==> src/rtl/core/cfr_pkg.sv <==
// Types, constants and glyph helper functions for the clock face renderer.
`timescale 1ns / 1ps

package cfr_pkg;

    localparam int unsigned CFG_INDEX_W = 3;
    localparam int unsigned CFG_DATA_W  = 5;

    typedef logic [63:0] frame_t;

    // Configuration register indexes.
    typedef enum logic [CFG_INDEX_W-1:0] {
        REG_TWELVE_HOUR_MODE = 3'd0,
        REG_NIGHT_START_HOUR = 3'd1,
        REG_NIGHT_END_HOUR   = 3'd2,
        REG_DAY_BRIGHTNESS   = 3'd3,
        REG_NIGHT_BRIGHTNESS = 3'd4,
        REG_NIGHT_BLANK      = 3'd5
    } cfr_reg_idx_t;

    typedef struct packed {
        logic       twelve_hour_mode;
        logic [4:0] night_start_hour;
        logic [4:0] night_end_hour;
        logic [3:0] day_brightness;
        logic [3:0] night_brightness;
        logic       night_blank;
    } cfr_cfg_t;

    // What the poll stage hands to the render stage.
    typedef struct packed {
        logic       blank;
        logic       brightness_write;
        logic [3:0] brightness;
        logic [4:0] hour_disp;
        logic [5:0] minute;
    } cfr_face_t;

    typedef struct packed {
        logic [2:0] tens;
        logic [3:0] units;
    } cfr_digits_t;

    localparam logic [4:0] RESET_NIGHT_START = 5'd22;
    localparam logic [4:0] RESET_NIGHT_END   = 5'd6;
    localparam logic [3:0] RESET_DAY_LEVEL   = 4'd15;
    localparam logic [3:0] RESET_NIGHT_LEVEL = 4'd1;

    localparam frame_t COLON_UPPER = 64'h0000_0000_0080_0000;
    localparam frame_t COLON_LOWER = 64'h0000_0080_0000_0000;

    function automatic frame_t font_glyph(input logic [3:0] digit);
        frame_t g;
        case (digit)
            4'd0:    g = 64'h001c_2222_2222_221c;
            4'd1:    g = 64'h0010_1010_1214_1810;
            4'd2:    g = 64'h003e_0408_1022_2418;
            4'd3:    g = 64'h001c_2220_3820_221c;
            4'd4:    g = 64'h0020_207e_2428_3020;
            4'd5:    g = 64'h001c_2220_3c02_023e;
            4'd6:    g = 64'h001c_2222_1e02_0418;
            4'd7:    g = 64'h0002_0408_1020_203e;
            4'd8:    g = 64'h001c_2222_1c22_221c;
            4'd9:    g = 64'h0004_0810_3c22_221c;
            default: g = '0;
        endcase
        return g;
    endfunction

    function automatic logic [7:0] columns_lit(input frame_t g);
        logic [7:0] c;
        c = '0;
        for (int r = 0; r < 8; r++) begin
            c = c | g[8*r +: 8];
        end
        return c;
    endfunction

    // Highest set column, 0 when nothing is lit.
    function automatic logic [2:0] highest_col(input logic [7:0] c);
        logic [2:0] h;
        h = '0;
        for (int i = 0; i < 8; i++) begin
            if (c[i]) begin
                h = 3'(i);
            end
        end
        return h;
    endfunction

    // Lowest set column, 0 when nothing is lit.
    function automatic logic [2:0] lowest_col(input logic [7:0] c);
        logic [2:0] l;
        l = '0;
        for (int i = 7; i >= 0; i--) begin
            if (c[i]) begin
                l = 3'(i);
            end
        end
        return l;
    endfunction

    function automatic frame_t rows_up(input frame_t g, input logic [2:0] n);
        frame_t r;
        r = '0;
        for (int i = 0; i < 8; i++) begin
            r[8*i +: 8] = g[8*i +: 8] << n;
        end
        return r;
    endfunction

    function automatic frame_t rows_down(input frame_t g, input logic [2:0] n);
        frame_t r;
        r = '0;
        for (int i = 0; i < 8; i++) begin
            r[8*i +: 8] = g[8*i +: 8] >> n;
        end
        return r;
    endfunction

    // Tens digits sit with their rightmost lit column on column 6.
    function automatic frame_t shift_tens_glyph(input frame_t g);
        logic [2:0] c;
        frame_t     r;
        c = highest_col(columns_lit(g));
        if (c == 3'd7) begin
            r = rows_down(g, 3'd1);
        end else if (c >= 3'd3 && c <= 3'd5) begin
            r = rows_up(g, 3'd6 - c);
        end else begin
            r = g;
        end
        return r;
    endfunction

    // Units digits sit with their leftmost lit column on column 1.
    function automatic frame_t shift_units_glyph(input frame_t g);
        logic [2:0] c;
        frame_t     r;
        c = lowest_col(columns_lit(g));
        if (c == 3'd0) begin
            r = rows_up(g, 3'd1);
        end else if (c >= 3'd2 && c <= 3'd4) begin
            r = rows_down(g, c - 3'd1);
        end else begin
            r = g;
        end
        return r;
    endfunction

    // Decimal split of a value below 64 by a chain of compares.
    function automatic cfr_digits_t decimal_split(input logic [5:0] v);
        cfr_digits_t d;
        logic [2:0]  t;
        logic [5:0]  tens_x10;
        t = '0;
        for (int k = 1; k < 7; k++) begin
            if (v >= 6'(10 * k)) begin
                t = 3'(k);
            end
        end
        tens_x10 = {t, 3'b000} + {2'b00, t, 1'b0};
        d.tens   = t;
        d.units  = 4'(v - tens_x10);
        return d;
    endfunction

endpackage

==> src/rtl/core/cfr_stream_if.sv <==
// Valid/ready channel interfaces for the poll input and the face output.
`timescale 1ns / 1ps

interface cfr_poll_if;
    logic       valid;
    logic       ready;
    logic [4:0] hour;
    logic [5:0] minute;
    logic       synced;
    logic       touch;

    modport source (output valid, output hour, output minute, output synced,
                    output touch, input ready);
    modport sink   (input valid, input hour, input minute, input synced,
                    input touch, output ready);
endinterface

interface cfr_face_if;
    logic        valid;
    logic        ready;
    logic        blank;
    logic        brightness_write;
    logic [3:0]  brightness;
    logic [63:0] frame_hour_tens;
    logic [63:0] frame_hour_units;
    logic [63:0] frame_minute_tens;
    logic [63:0] frame_minute_units;

    modport source (output valid, output blank, output brightness_write,
                    output brightness, output frame_hour_tens, output frame_hour_units,
                    output frame_minute_tens, output frame_minute_units, input ready);
    modport sink   (input valid, input blank, input brightness_write,
                    input brightness, input frame_hour_tens, input frame_hour_units,
                    input frame_minute_tens, input frame_minute_units, output ready);
endinterface

==> src/rtl/core/clock_face_renderer.sv <==
// A poll beat that produces a face is registered in the poll stage and then in the render stage's result register.
// Throughput: one poll beat per cycle while the faces are taken; the poll stage and the render stage each hold
// one item, and the output register lets a new poll enter while a face waits to be taken.
// Reset (rst_n, asynchronous, active low) clears both valid flags, the stored time and
// the display-off flag, and loads the configuration registers with their defaults.
`timescale 1ns / 1ps

module clock_face_renderer (
    input  logic                             clk,
    input  logic                             rst_n,
    cfr_poll_if.sink                         poll,
    cfr_face_if.source                       face,
    input  logic                             wr_en,
    input  logic [cfr_pkg::CFG_INDEX_W-1:0]  wr_index,
    input  logic [cfr_pkg::CFG_DATA_W-1:0]   wr_data
);

    // Configuration as held in the register file; the user must write it only while idle (the block
    // itself does not enforce this), so the poll stage may read it directly when a beat is accepted.
    cfr_pkg::cfr_cfg_t  cfg;

    // Hand-over between the poll stage and the render stage.
    logic               stage_valid;
    logic               stage_ready;
    cfr_pkg::cfr_face_t stage_face;

    cfr_config_regs u_config_regs (
        .clk      (clk),
        .rst_n    (rst_n),
        .wr_en    (wr_en),
        .wr_index (wr_index),
        .wr_data  (wr_data),
        .cfg      (cfg)
    );

    // The poll stage applies the touch toggle, drops polls that change nothing,
    // updates the stored time and decides blanking and the brightness level.
    cfr_poll_ctrl u_poll_ctrl (
        .clk        (clk),
        .rst_n      (rst_n),
        .cfg        (cfg),
        .poll       (poll),
        .face_valid (stage_valid),
        .face_ready (stage_ready),
        .face       (stage_face)
    );

    // The render stage turns the digits into four aligned glyph frames and
    // registers the finished face for the output channel.
    cfr_render u_render (
        .clk        (clk),
        .rst_n      (rst_n),
        .face_valid (stage_valid),
        .face_ready (stage_ready),
        .face       (stage_face),
        .out        (face)
    );

endmodule

==> src/rtl/core/cfr_config_regs.sv <==
// Configuration register file written through the plain write port.
`timescale 1ns / 1ps

module cfr_config_regs (
    input  logic                              clk,
    input  logic                              rst_n,
    input  logic                              wr_en,
    input  logic [cfr_pkg::CFG_INDEX_W-1:0]   wr_index,
    input  logic [cfr_pkg::CFG_DATA_W-1:0]    wr_data,
    output cfr_pkg::cfr_cfg_t                 cfg
);

    cfr_pkg::cfr_cfg_t cfg_reg;
    cfr_pkg::cfr_cfg_t cfg_next;

    always_comb
    begin
        cfg_next = cfg_reg;
        if (wr_en)
        begin
            unique case (cfr_pkg::cfr_reg_idx_t'(wr_index))
                cfr_pkg::REG_TWELVE_HOUR_MODE: cfg_next.twelve_hour_mode = wr_data[0];
                cfr_pkg::REG_NIGHT_START_HOUR: cfg_next.night_start_hour = wr_data[4:0];
                cfr_pkg::REG_NIGHT_END_HOUR:   cfg_next.night_end_hour   = wr_data[4:0];
                cfr_pkg::REG_DAY_BRIGHTNESS:   cfg_next.day_brightness   = wr_data[3:0];
                cfr_pkg::REG_NIGHT_BRIGHTNESS: cfg_next.night_brightness = wr_data[3:0];
                cfr_pkg::REG_NIGHT_BLANK:      cfg_next.night_blank      = wr_data[0];
                default:                       cfg_next = cfg_reg;
            endcase
        end
    end

    always_ff @(posedge clk or negedge rst_n)
    begin
        if (!rst_n)
        begin
            cfg_reg.twelve_hour_mode <= 1'b0;
            cfg_reg.night_start_hour <= cfr_pkg::RESET_NIGHT_START;
            cfg_reg.night_end_hour   <= cfr_pkg::RESET_NIGHT_END;
            cfg_reg.day_brightness   <= cfr_pkg::RESET_DAY_LEVEL;
            cfg_reg.night_brightness <= cfr_pkg::RESET_NIGHT_LEVEL;
            cfg_reg.night_blank      <= 1'b0;
        end
        else
        begin
            cfg_reg <= cfg_next;
        end
    end

    assign cfg = cfg_reg;

endmodule

==> src/rtl/core/cfr_poll_ctrl.sv <==
// Poll stage: touch toggle, change detection, blanking and brightness choice.
`timescale 1ns / 1ps

module cfr_poll_ctrl (
    input  logic                  clk,
    input  logic                  rst_n,
    input  cfr_pkg::cfr_cfg_t     cfg,
    cfr_poll_if.sink              poll,
    output logic                  face_valid,
    input  logic                  face_ready,
    output cfr_pkg::cfr_face_t    face
);

    logic               valid_reg;
    logic               valid_next;
    cfr_pkg::cfr_face_t face_reg;
    cfr_pkg::cfr_face_t face_next;
    logic [4:0]         last_hour_reg;
    logic [4:0]         last_hour_next;
    logic [5:0]         last_minute_reg;
    logic [5:0]         last_minute_next;
    logic               screen_off_reg;
    logic               screen_off_next;

    logic               accept;
    logic               same_time;
    logic               emit;
    logic               night;
    logic [4:0]         hour_12;

    assign poll.ready = !valid_reg || face_ready;
    assign accept     = poll.valid && poll.ready;
    assign same_time  = (poll.hour == last_hour_reg) && (poll.minute == last_minute_reg);
    assign emit       = !poll.synced || !same_time || poll.touch;
    assign night      = (poll.hour > cfg.night_start_hour) || (poll.hour < cfg.night_end_hour);

    always_comb
    begin
        hour_12 = poll.hour;
        if (poll.hour > 5'd12)
        begin
            hour_12 = poll.hour - 5'd12;
        end
        if (hour_12 == 5'd0)
        begin
            hour_12 = 5'd12;
        end
    end

    always_comb
    begin
        valid_next       = valid_reg && !face_ready;
        face_next        = face_reg;
        last_hour_next   = last_hour_reg;
        last_minute_next = last_minute_reg;
        screen_off_next  = screen_off_reg;
        if (accept)
        begin
            screen_off_next = screen_off_reg ^ poll.touch;
            valid_next      = emit;
            face_next.hour_disp        = cfg.twelve_hour_mode ? hour_12 : poll.hour;
            face_next.minute           = poll.minute;
            face_next.blank            = 1'b1;
            face_next.brightness_write = 1'b0;
            face_next.brightness       = 4'd0;
            if (poll.synced && emit)
            begin
                last_hour_next   = poll.hour;
                last_minute_next = poll.minute;
                if (!screen_off_next)
                begin
                    face_next.brightness_write = 1'b1;
                    face_next.brightness = night ? cfg.night_brightness : cfg.day_brightness;
                    face_next.blank      = night && cfg.night_blank;
                end
            end
        end
    end

    always_ff @(posedge clk or negedge rst_n)
    begin
        if (!rst_n)
        begin
            valid_reg       <= 1'b0;
            last_hour_reg   <= '0;
            last_minute_reg <= '0;
            screen_off_reg  <= 1'b0;
        end
        else
        begin
            valid_reg       <= valid_next;
            last_hour_reg   <= last_hour_next;
            last_minute_reg <= last_minute_next;
            screen_off_reg  <= screen_off_next;
        end
    end

    always_ff @(posedge clk)
    begin
        face_reg <= face_next;
    end

    assign face_valid = valid_reg;
    assign face       = face_reg;

endmodule

==> src/rtl/core/cfr_render.sv <==
// Render stage: digit split, font lookup, column alignment and the result register.
`timescale 1ns / 1ps

module cfr_render (
    input  logic                  clk,
    input  logic                  rst_n,
    input  logic                  face_valid,
    output logic                  face_ready,
    input  cfr_pkg::cfr_face_t    face,
    cfr_face_if.source            out
);

    logic                 valid_reg;
    logic                 valid_next;
    logic                 blank_reg;
    logic                 bw_reg;
    logic [3:0]           level_reg;
    cfr_pkg::frame_t      fht_reg;
    cfr_pkg::frame_t      fhu_reg;
    cfr_pkg::frame_t      fmt_reg;
    cfr_pkg::frame_t      fmu_reg;
    cfr_pkg::frame_t      fht_next;
    cfr_pkg::frame_t      fhu_next;
    cfr_pkg::frame_t      fmt_next;
    cfr_pkg::frame_t      fmu_next;

    cfr_pkg::cfr_digits_t hour_dig;
    cfr_pkg::cfr_digits_t min_dig;
    cfr_pkg::frame_t      hu_aligned;
    logic                 take;

    assign face_ready = !valid_reg || out.ready;
    assign take       = face_valid && face_ready;
    assign hour_dig   = cfr_pkg::decimal_split({1'b0, face.hour_disp});
    assign min_dig    = cfr_pkg::decimal_split(face.minute);
    assign hu_aligned = cfr_pkg::shift_units_glyph(cfr_pkg::font_glyph(hour_dig.units));

    always_comb
    begin
        fht_next = '0;
        fhu_next = '0;
        fmt_next = '0;
        fmu_next = '0;
        if (!face.blank)
        begin
            fht_next = cfr_pkg::shift_tens_glyph(cfr_pkg::font_glyph({1'b0, hour_dig.tens}));
            fmt_next = cfr_pkg::shift_tens_glyph(cfr_pkg::font_glyph({1'b0, min_dig.tens}));
            fmu_next = cfr_pkg::shift_units_glyph(cfr_pkg::font_glyph(min_dig.units));
            fhu_next = hu_aligned;
            // Colon only where the hour units glyph leaves columns 6 and 7 free.
            if (cfr_pkg::highest_col(cfr_pkg::columns_lit(hu_aligned)) <= 3'd5)
            begin
                fhu_next = hu_aligned | cfr_pkg::COLON_UPPER | cfr_pkg::COLON_LOWER;
            end
        end
    end

    always_comb
    begin
        valid_next = valid_reg && !out.ready;
        if (take)
        begin
            valid_next = 1'b1;
        end
    end

    always_ff @(posedge clk or negedge rst_n)
    begin
        if (!rst_n)
        begin
            valid_reg <= 1'b0;
        end
        else
        begin
            valid_reg <= valid_next;
        end
    end

    always_ff @(posedge clk)
    begin
        if (take)
        begin
            blank_reg <= face.blank;
            bw_reg    <= face.brightness_write;
            level_reg <= face.brightness;
            fht_reg   <= fht_next;
            fhu_reg   <= fhu_next;
            fmt_reg   <= fmt_next;
            fmu_reg   <= fmu_next;
        end
    end

    assign out.valid              = valid_reg;
    assign out.blank              = blank_reg;
    assign out.brightness_write   = bw_reg;
    assign out.brightness         = level_reg;
    assign out.frame_hour_tens    = fht_reg;
    assign out.frame_hour_units   = fhu_reg;
    assign out.frame_minute_tens  = fmt_reg;
    assign out.frame_minute_units = fmu_reg;

endmodule

==> src/flat_wrapper.sv <==
// flat-port wrapper written by rule: the top's interface ports become plain ports
module clock_face_renderer_flat 
  (clk, rst_n, wr_en, wr_index, wr_data, poll_valid, poll_hour, poll_minute, poll_synced, poll_touch, poll_ready, face_valid, face_blank, face_brightness_write, face_brightness, face_frame_hour_tens, face_frame_hour_units, face_frame_minute_tens, face_frame_minute_units, face_ready);
  cfr_poll_if poll_i ();
  cfr_face_if face_i ();
  input  logic clk;
  input  logic rst_n;
  input  logic wr_en;
  input  logic [cfr_pkg::CFG_INDEX_W-1:0] wr_index;
  input  logic [cfr_pkg::CFG_DATA_W-1:0] wr_data;
  input wire logic [$bits(poll_i.valid)-1:0] poll_valid;
  input wire logic [$bits(poll_i.hour)-1:0] poll_hour;
  input wire logic [$bits(poll_i.minute)-1:0] poll_minute;
  input wire logic [$bits(poll_i.synced)-1:0] poll_synced;
  input wire logic [$bits(poll_i.touch)-1:0] poll_touch;
  output wire logic [$bits(poll_i.ready)-1:0] poll_ready;
  output wire logic [$bits(face_i.valid)-1:0] face_valid;
  output wire logic [$bits(face_i.blank)-1:0] face_blank;
  output wire logic [$bits(face_i.brightness_write)-1:0] face_brightness_write;
  output wire logic [$bits(face_i.brightness)-1:0] face_brightness;
  output wire logic [$bits(face_i.frame_hour_tens)-1:0] face_frame_hour_tens;
  output wire logic [$bits(face_i.frame_hour_units)-1:0] face_frame_hour_units;
  output wire logic [$bits(face_i.frame_minute_tens)-1:0] face_frame_minute_tens;
  output wire logic [$bits(face_i.frame_minute_units)-1:0] face_frame_minute_units;
  input wire logic [$bits(face_i.ready)-1:0] face_ready;
  assign poll_i.valid = poll_valid;
  assign poll_i.hour = poll_hour;
  assign poll_i.minute = poll_minute;
  assign poll_i.synced = poll_synced;
  assign poll_i.touch = poll_touch;
  assign poll_ready = poll_i.ready;
  assign face_valid = face_i.valid;
  assign face_blank = face_i.blank;
  assign face_brightness_write = face_i.brightness_write;
  assign face_brightness = face_i.brightness;
  assign face_frame_hour_tens = face_i.frame_hour_tens;
  assign face_frame_hour_units = face_i.frame_hour_units;
  assign face_frame_minute_tens = face_i.frame_minute_tens;
  assign face_frame_minute_units = face_i.frame_minute_units;
  assign face_i.ready = face_ready;
  clock_face_renderer u_core (.clk(clk), .rst_n(rst_n), .poll(poll_i), .face(face_i), .wr_en(wr_en), .wr_index(wr_index), .wr_data(wr_data));
endmodule
==> config.mk <==
export PLATFORM = sky130hd
export DESIGN_NAME = clock_face_renderer_flat
export DESIGN_NICKNAME = d
export VERILOG_FILES = /design/src/rtl/core/cfr_pkg.sv /design/src/rtl/core/cfr_stream_if.sv /design/src/rtl/core/clock_face_renderer.sv /design/src/rtl/core/cfr_config_regs.sv /design/src/rtl/core/cfr_poll_ctrl.sv /design/src/rtl/core/cfr_render.sv /design/src/flat_wrapper.sv
export SDC_FILE = /design/constraint.sdc
export NUM_CORES = 1
export LEC_CHECK = 0
export BUFFER_PORTS_ARGS = -buffer_cell sky130_fd_sc_hd__buf_2
export CAP_MARGIN = 20
export CORE_MARGIN = 5
export CORE_UTILIZATION = 25
export DETAILED_ROUTE_END_ITERATION = 7
export SYNTH_ARGS = -nofsm -noshare
export SYNTH_HDL_FRONTEND = slang
export SYNTH_SLANG_ARGS = --single-unit
export TNS_END_PERCENT = 1
==> constraint.sdc <==
create_clock -name clk -period 4.9 [get_ports clk]
set_input_delay 0.98 -clock clk [delete_from_list [all_inputs] [get_ports clk]]
set_output_delay 0.98 -clock clk [all_outputs]
set_load 0.01 [all_outputs]
Word-level counts from Yosys, hierarchy flattened
Memory sizes are Yosys's and may differ from the RTL's.
Index checks and enable logic that the tools add are counted.
Word-level totals
  register bits: 313
  bits in latches: 0
  memories kept: 4
  output and inout port bits: 264
  memory bits (read-only): 1712
  input bits: 26
  logic and storage cells: 250
  bits in writable memories: 0
Memory list
  (name not given): words 16, bits a word 36, rd ports 1, clocked after memory_dff 0, wr ports 0, line cfr_pkg.sv:54  | case (digit)
  (name not given): words 16, bits a word 36, rd ports 1, clocked after memory_dff 0, wr ports 0, line cfr_pkg.sv:54
  (name not given): words 8, bits a word 35, rd ports 1, clocked after memory_dff 0, wr ports 0, line cfr_pkg.sv:54
  (name not given): words 8, bits a word 35, rd ports 1, clocked after memory_dff 0, wr ports 0, line cfr_pkg.sv:54
Cells by class
  multiply operators: 0
  bitwise gates (word level): 37
  $add $sub $neg: 9
  magnitude comparators: 24
  eq/ne operators: 9
  mux-type cells: 72
  divide/modulo/power cells: 0
  shifts and indexed selects: 32
  reductions and logical operators: 37
Operators by type and width (count)
  $mux W64: 9
  $or A8 B8 Y8: 34
  $shl A8 B3 Y8: 16
  $mux W3: 42
  $mux W63: 2
  $shr A8 B3 Y8: 15
  $mux W40: 1
  $mux W5: 4
  $ge A5 B6 Y1 const B: 3
  $ge A6 B6 Y1 const B: 3
  $le A3 B3 Y1 const B: 5
  $reduce_and A2 Y1: 7
  $eq A3 B3 Y1 const B: 4
  $ge A3 B2 Y1 const B: 4
  $ge A6 B5 Y1 const B: 2
  $mux W2: 6
  $logic_and A1 B1 Y1: 11
  $ge A5 B5 Y1 const B: 2
  $logic_not A3 Y1: 3
  $add A4 B4 Y4: 2
  $or A8 B8 Y8 const B: 1
  $reduce_or A2 Y1: 4
  $shr A8 B3 Y8 const A: 1
  $sub A4 B4 Y4: 2
  19 further kinds: 37

Depth between registers and ports, before layout
An unclocked memory read counts as a cell.
  word-level depth: 46
  depth in mapped cells: 22

Hierarchy
A second synthesis with hierarchy kept.
Second synthesis, totals
  cell total of the unflattened synthesis: 1465
  area, all modules: 14836.7 um^2
Modules (own cells, without submodules)
  cfr_render: instances 1, sequential area each 5730.5 um^2, area each 12320.6 um^2, cells an instance 1280
  cfr_poll_ctrl: instances 1, sequential area each 835.8 um^2, area each 1650.3 um^2, cells an instance 139
  cfr_config_regs: instances 1, sequential area each 513.0 um^2, area each 865.8 um^2, cells an instance 46

Worst setup path after synthesis
No wires, ideal clock.
  kind: input to register
  from: in face_ready
  to: reg u_core.u_render.blank_reg (netlist: u_core.u_render.out.blank), enable pin
  data arrival time: 5.432 ns
  stages: 2
  path buffers: 0
  data required time: 4.326 ns
  setup slack: -1.106 ns
  setup time: 0.574 ns
  cell sequence: nand2b_1 and2_1
On the way
  longest elaborated chain between the ends: 2
RTL lines
  start: declaration: line flat_wrapper.sv:25  | input wire logic [$bits(face_i.ready)-1:0] face_ready;
  $logic_or A1 B1 Y1: line cfr_render.sv:32  | assign face_ready = !valid_reg || out.ready;
  $logic_and A1 B1 Y1: line cfr_render.sv:33  | assign take = face_valid && face_ready;
  via u_core.u_render.take: line cfr_render.sv:30  | logic take;
  end signal: assignment: line cfr_render.sv:83  | blank_reg <= face.blank;
  end: declaration: line cfr_render.sv:15  | logic blank_reg;
The timed path passes the listed nets, and every way through them passes these cells.
A chain may end at the register's enable or synchronous reset.

Worst setup path after layout
  from: reg u_core.u_poll_ctrl.face_reg, in the netlist u_core.u_poll_ctrl.face[7]
  to: reg u_core.u_render.fhu_reg[42] (netlist: u_core.u_render.out.frame_hour_units[42]) (data pin)
On the way
  longest elaborated chain between the ends: 27
RTL lines
  start: declaration: line cfr_poll_ctrl.sv:16  | cfr_pkg::cfr_face_t face_reg;
  start signal: assignment: line cfr_poll_ctrl.sv:100  | face_reg <= face_next;
  $ge A5 B4 Y1: line cfr_pkg.sv:158  | if (v >= 6'(10 * k)) begin
  $mux W1: line cfr_pkg.sv:158
  $mux W2 (2 in a row): line cfr_pkg.sv:158
  $mux W3 (3 in a row): line cfr_pkg.sv:158
  $add A4 B4 Y4: line cfr_pkg.sv:162  | tens_x10 = {t, 3'b000} + {2'b00, t, 1'b0};
  $sub A4 B4 Y4 (*): line cfr_pkg.sv:164  | d.units = 4'(v - tens_x10);
  $mem_v2 Z16 W36 (*)
  $or A8 B8 Y8 (7 in a row): line cfr_pkg.sv:74  | c = c | g[8*r +: 8];
  $mux W3 (6 in a row): line cfr_pkg.sv:96  | if (c[i]) begin
  $sub A3 B1 Y3 (tied with other cells): line cfr_pkg.sv:144  | r = rows_down(g, c - 3'd1);
  $shr A8 B3 Y8 or $logic_and A1 B1 Y1 (tied branches): line cfr_pkg.sv:116, cfr_pkg.sv:143
  $mux W64: line cfr_pkg.sv:143  | end else if (c >= 3'd2 && c <= 3'd4) begin
  $mux W64 (*): line cfr_pkg.sv:141  | if (c == 3'd0) begin
  end signal: assignment: line cfr_render.sv:87  | fhu_reg <= fhu_next;
  end: declaration: line cfr_render.sv:19  | cfr_pkg::frame_t fhu_reg;
Every way passes the cells marked *; elsewhere a longest branch is shown, timed or not.

==> flow_summary_export.csv <==
group,metric,value,unit
run_status,outcome,"finished clean",
setup_path,cp_cell_sequence,"ha_1 -> nor3_1 -> o21a_2 -> nor2_1 -> ha_4 -> inv_1 -> ha_1 -> or4b_4 -> clkinv_1 -> nand2_1 -> a21boi_2 -> inv_2 -> ha_1 -> ha_1 -> and2_1 -> or2_1 -> a221oi_2 -> a211oi_1",
timing,tightestPinTransition,0.916,ns
drt,dr.pass1.iters,5,
clocking,numCtsBuffers,30,
timing,tns,0,ns
floorplan,die_area,0.0638,sq mm
setup_path,critPathSlowestCell,"or4b_4",
power_and_ir_drop,power.density,499,mW/mm^2
timing,min_period,4.59,ns
placement,dpl.hpwl,39200,um
final_layout,drive_gt1_frac,0.285,
floorplan,io_pins,290,
grt,grt_use_total,0.154,
setup_path,crit_buf_inv,3,
job,drv_cap,0,
clocking,insertion_delay,0.57,ns
final_layout,num-nets-final,1828,
drt,antenna_left,0,
drt,drc,0,
grt,grt_pass1_wl,77900,um
timing,layout_worst_path_cycle_share,0.937,
floorplan,start_util,0.251,
logic_synthesis,synth_edf_count,208,
final_layout,largest_register_ffs,56,
drt,drt_iter0_drc,1141,
setup_path,path_common_cell,"ha_1",
timing,setup-violations-final,0,
logic_synthesis,postSynthCellCount,1466,
timing,relSlewSlack,0.389,
drt,wl_per_cell,20.5,um
floorplan,core_area,0.0587,sq mm
logic_synthesis,ys_seq_elements,242,
setup_path,crit_fanout,10,
worst_hold_path,hold_path.class,"flop to flop",
timing,hold_viol_final,0,
drt,vias,12800,
logic_synthesis,netlist.area_leader.share,0.425,
logic_synthesis,synth.largest_area_cell,"edfxtp_1",
clocking,clkSinkCount,242,
power_and_ir_drop,p_leak,0.00721,uW
logic_synthesis,synth-main-ff-cell,"edfxtp_1",
setup_path,critPathRequiredTime,5.20,ns
floorplan,die_y,253,um
setup_path,cp_slowest_stage_delay,0.57,ns
setup_path,crit_type,"flop to flop",
timing,fin_skew,0.0200,ns
clocking,cts_tree,"built",
clocking,cts_setup_buffers,0,
clocking,htree_levels,1,
power_and_ir_drop,power.total,9050,uW
setup_path,cp-end-kind,"flop",
setup_path,critPathTopFamily,"simple AND/OR/NAND/NOR gates",
logic_synthesis,syn_area,0.0147,sq mm
grt,grt_overflow,0,
final_layout,postLayoutCoreUtil,0.309,
floorplan,row_count,89,
final_layout,diodes,0,
logic_synthesis,ys_types,100,
timing,rsz0062_at_grt,"yes",
timing,drv_slew,0,
grt,grt_pass1_vias,12600,
placement,gp_congestion,0.952,
logic_synthesis,synthTopCellsByArea,"edfxtp_1 42%, ha_1 4.5%, dfrtp_1 4.1%",
floorplan,die_x,253,um
placement,port_buffers,238,
clocking,cts.reportedPaths.clkPinSlew,0.07,ns
grt,antenna_found_initial,1,
drt,drt_wl_total,52100,um
timing,fin_ws,0.311,ns
final_layout,syn2layout_area_growth,23.3,%
clocking,cts-root-buf,"clkbuf_16",
logic_synthesis,yosys_warnings,0,
power_and_ir_drop,ir_drop,0.000287,V
grt,grt_max_degree,118,
final_layout,num-fill-cells,6038,
placement,place_ws,0.0922,ns
drt,routed_via_density,5.03,
logic_synthesis,synth_area_per_cell,10.0,sq um
setup_path,start_kind,"flop",
logic_synthesis,ys_seq_area_frac,0.483,
logic_synthesis,async_flop_share,0.140,
clocking,clk_path_buf_depth,3,
setup_path,cp_data_arrival_time,4.89,ns
timing,fmax,218,MHz
-- worst reg2reg max path, stage by stage (launching register included) --
cell,delay [ns]
edfxtp_1,0.49
ha_1,0.22
nor3_1,0.18
o21a_2,0.23
nor2_1,0.09
ha_4,0.34
inv_1,0.07
ha_1,0.25
or4b_4,0.57
clkinv_1,0.06
nand2_1,0.06
a21boi_2,0.18
inv_2,0.05
ha_1,0.19
ha_1,0.30
and2_1,0.23
or2_1,0.41
a221oi_2,0.32
a211oi_1,0.08
-- path summary, 6_finish.rpt --
path                                                   from                                  endpoint  slack [ns]  depth (start not counted)
worst min-delay path            u_core.u_poll_ctrl.face[12]         u_core.u_render.out.brightness[1]        0.42                          0
worst max register to register   u_core.u_poll_ctrl.face[7]  u_core.u_render.out.frame_hour_units[42]        0.31                         18
worst min register to register  u_core.u_poll_ctrl.face[12]         u_core.u_render.out.brightness[1]        0.42                          0
worst max-delay path             u_core.u_poll_ctrl.face[7]  u_core.u_render.out.frame_hour_units[42]        0.31                         18
max in group asynchronous                             rst_n     u_core.u_poll_ctrl.last_minute_reg[1]        3.88                          1
min in group asynchronous                             rst_n               u_core.u_config_regs.cfg[9]        0.49                          1
-- per-layer routing --
| metal | share of wire | GRT usage |
|---|---|---|
| met1 | 0.42 | 0.203 |
| met2 | 0.48 | 0.261 |
| met3 | 0.080 | 0.0300 |
| met4 | 0.024 | 0.0413 |
| met5 | 0.00025 | 0 |
-- repair_timing --
item,4_1_cts,5_1_grt
setup endpoints to repair,0,78
hold buffers,0,0
resized for setup,0,15
-- layout by cell type, fill, tap and decap left out, types with 43 or more instances in the layout --
cell | Yosys | routed
buf_4 | 79 | 112
inv_1 | 43 | 43
buf_2 | 10 | 238
a21oi_1 | 95 | 95
conb_1 | 2 | 59
nor2_1 | 138 | 136
edfxtp_1 | 208 | 208
ha_1 | 53 | 52
o21ai_0 | 94 | 94
nand2_1 | 134 | 132
-- per-stage QoR --
step,hold slack (ns),cells,cell area [sq um]
6_report,0.423,2546,18100
5_1_grt,0.444,2546,18100
4_1_cts,0.422,2546,18100
3_5_place_dp,0.407,2490,17100
3_3_place_gp,0.412,2490,17100
2_1_floorplan,0.400,1523,14900
-- layout make-up --
class	instances	area (sq um)	share of cell area
clock buffer	33	783	0.0432
clock inverter	23	239	0.0132
inverter	47	176	0.00973
multi-input combinational	1076	6780	0.374
sequential	242	7110	0.392
tap	773	967	0.0534
timing repair buffer	352	2070	0.114
-- kinds of logic (layout without fill, tap and decap cells) --
kind of cell,after synthesis,in the layout,synth area share
adder cells (fa/ha/maj),54,54,0.0458
multiplexers,36,36,0.0268
buffers and inverters,205,455,0.0739
AND/OR/NAND/NOR,479,479,0.156
XOR/XNOR,24,24,0.0179
AO/OA/AOI/OAI,424,424,0.195
other,2,59,0.000511
flip-flops,242,242,0.483
-- Yosys cell counts, drive strengths merged (10+ instances only) --
master	count
o211ai	10
a31oi	20
a221oi	10
nor2b	18
nor4	12
and2	22
o22ai	29
nor3	44
nor2	142
xor2	15
a21oi	99
nand2b	20
o21ai	104
nand2	137
nand3	42
ha	53
clkbuf	63
dfstp	10
a22oi	10
inv	45
mux2	27
o21a	13
a311oi	11
a211oi	27
dfrtp	24
buf	95
edfxtp	208
-- power by group --
group	switching, uW	leakage [uW]	internal, uW
clock network	962	0.000499	1330
registers	127	0.00246	2610
logic	2620	0.00425	1400
(Power assumes the default switching activity.)
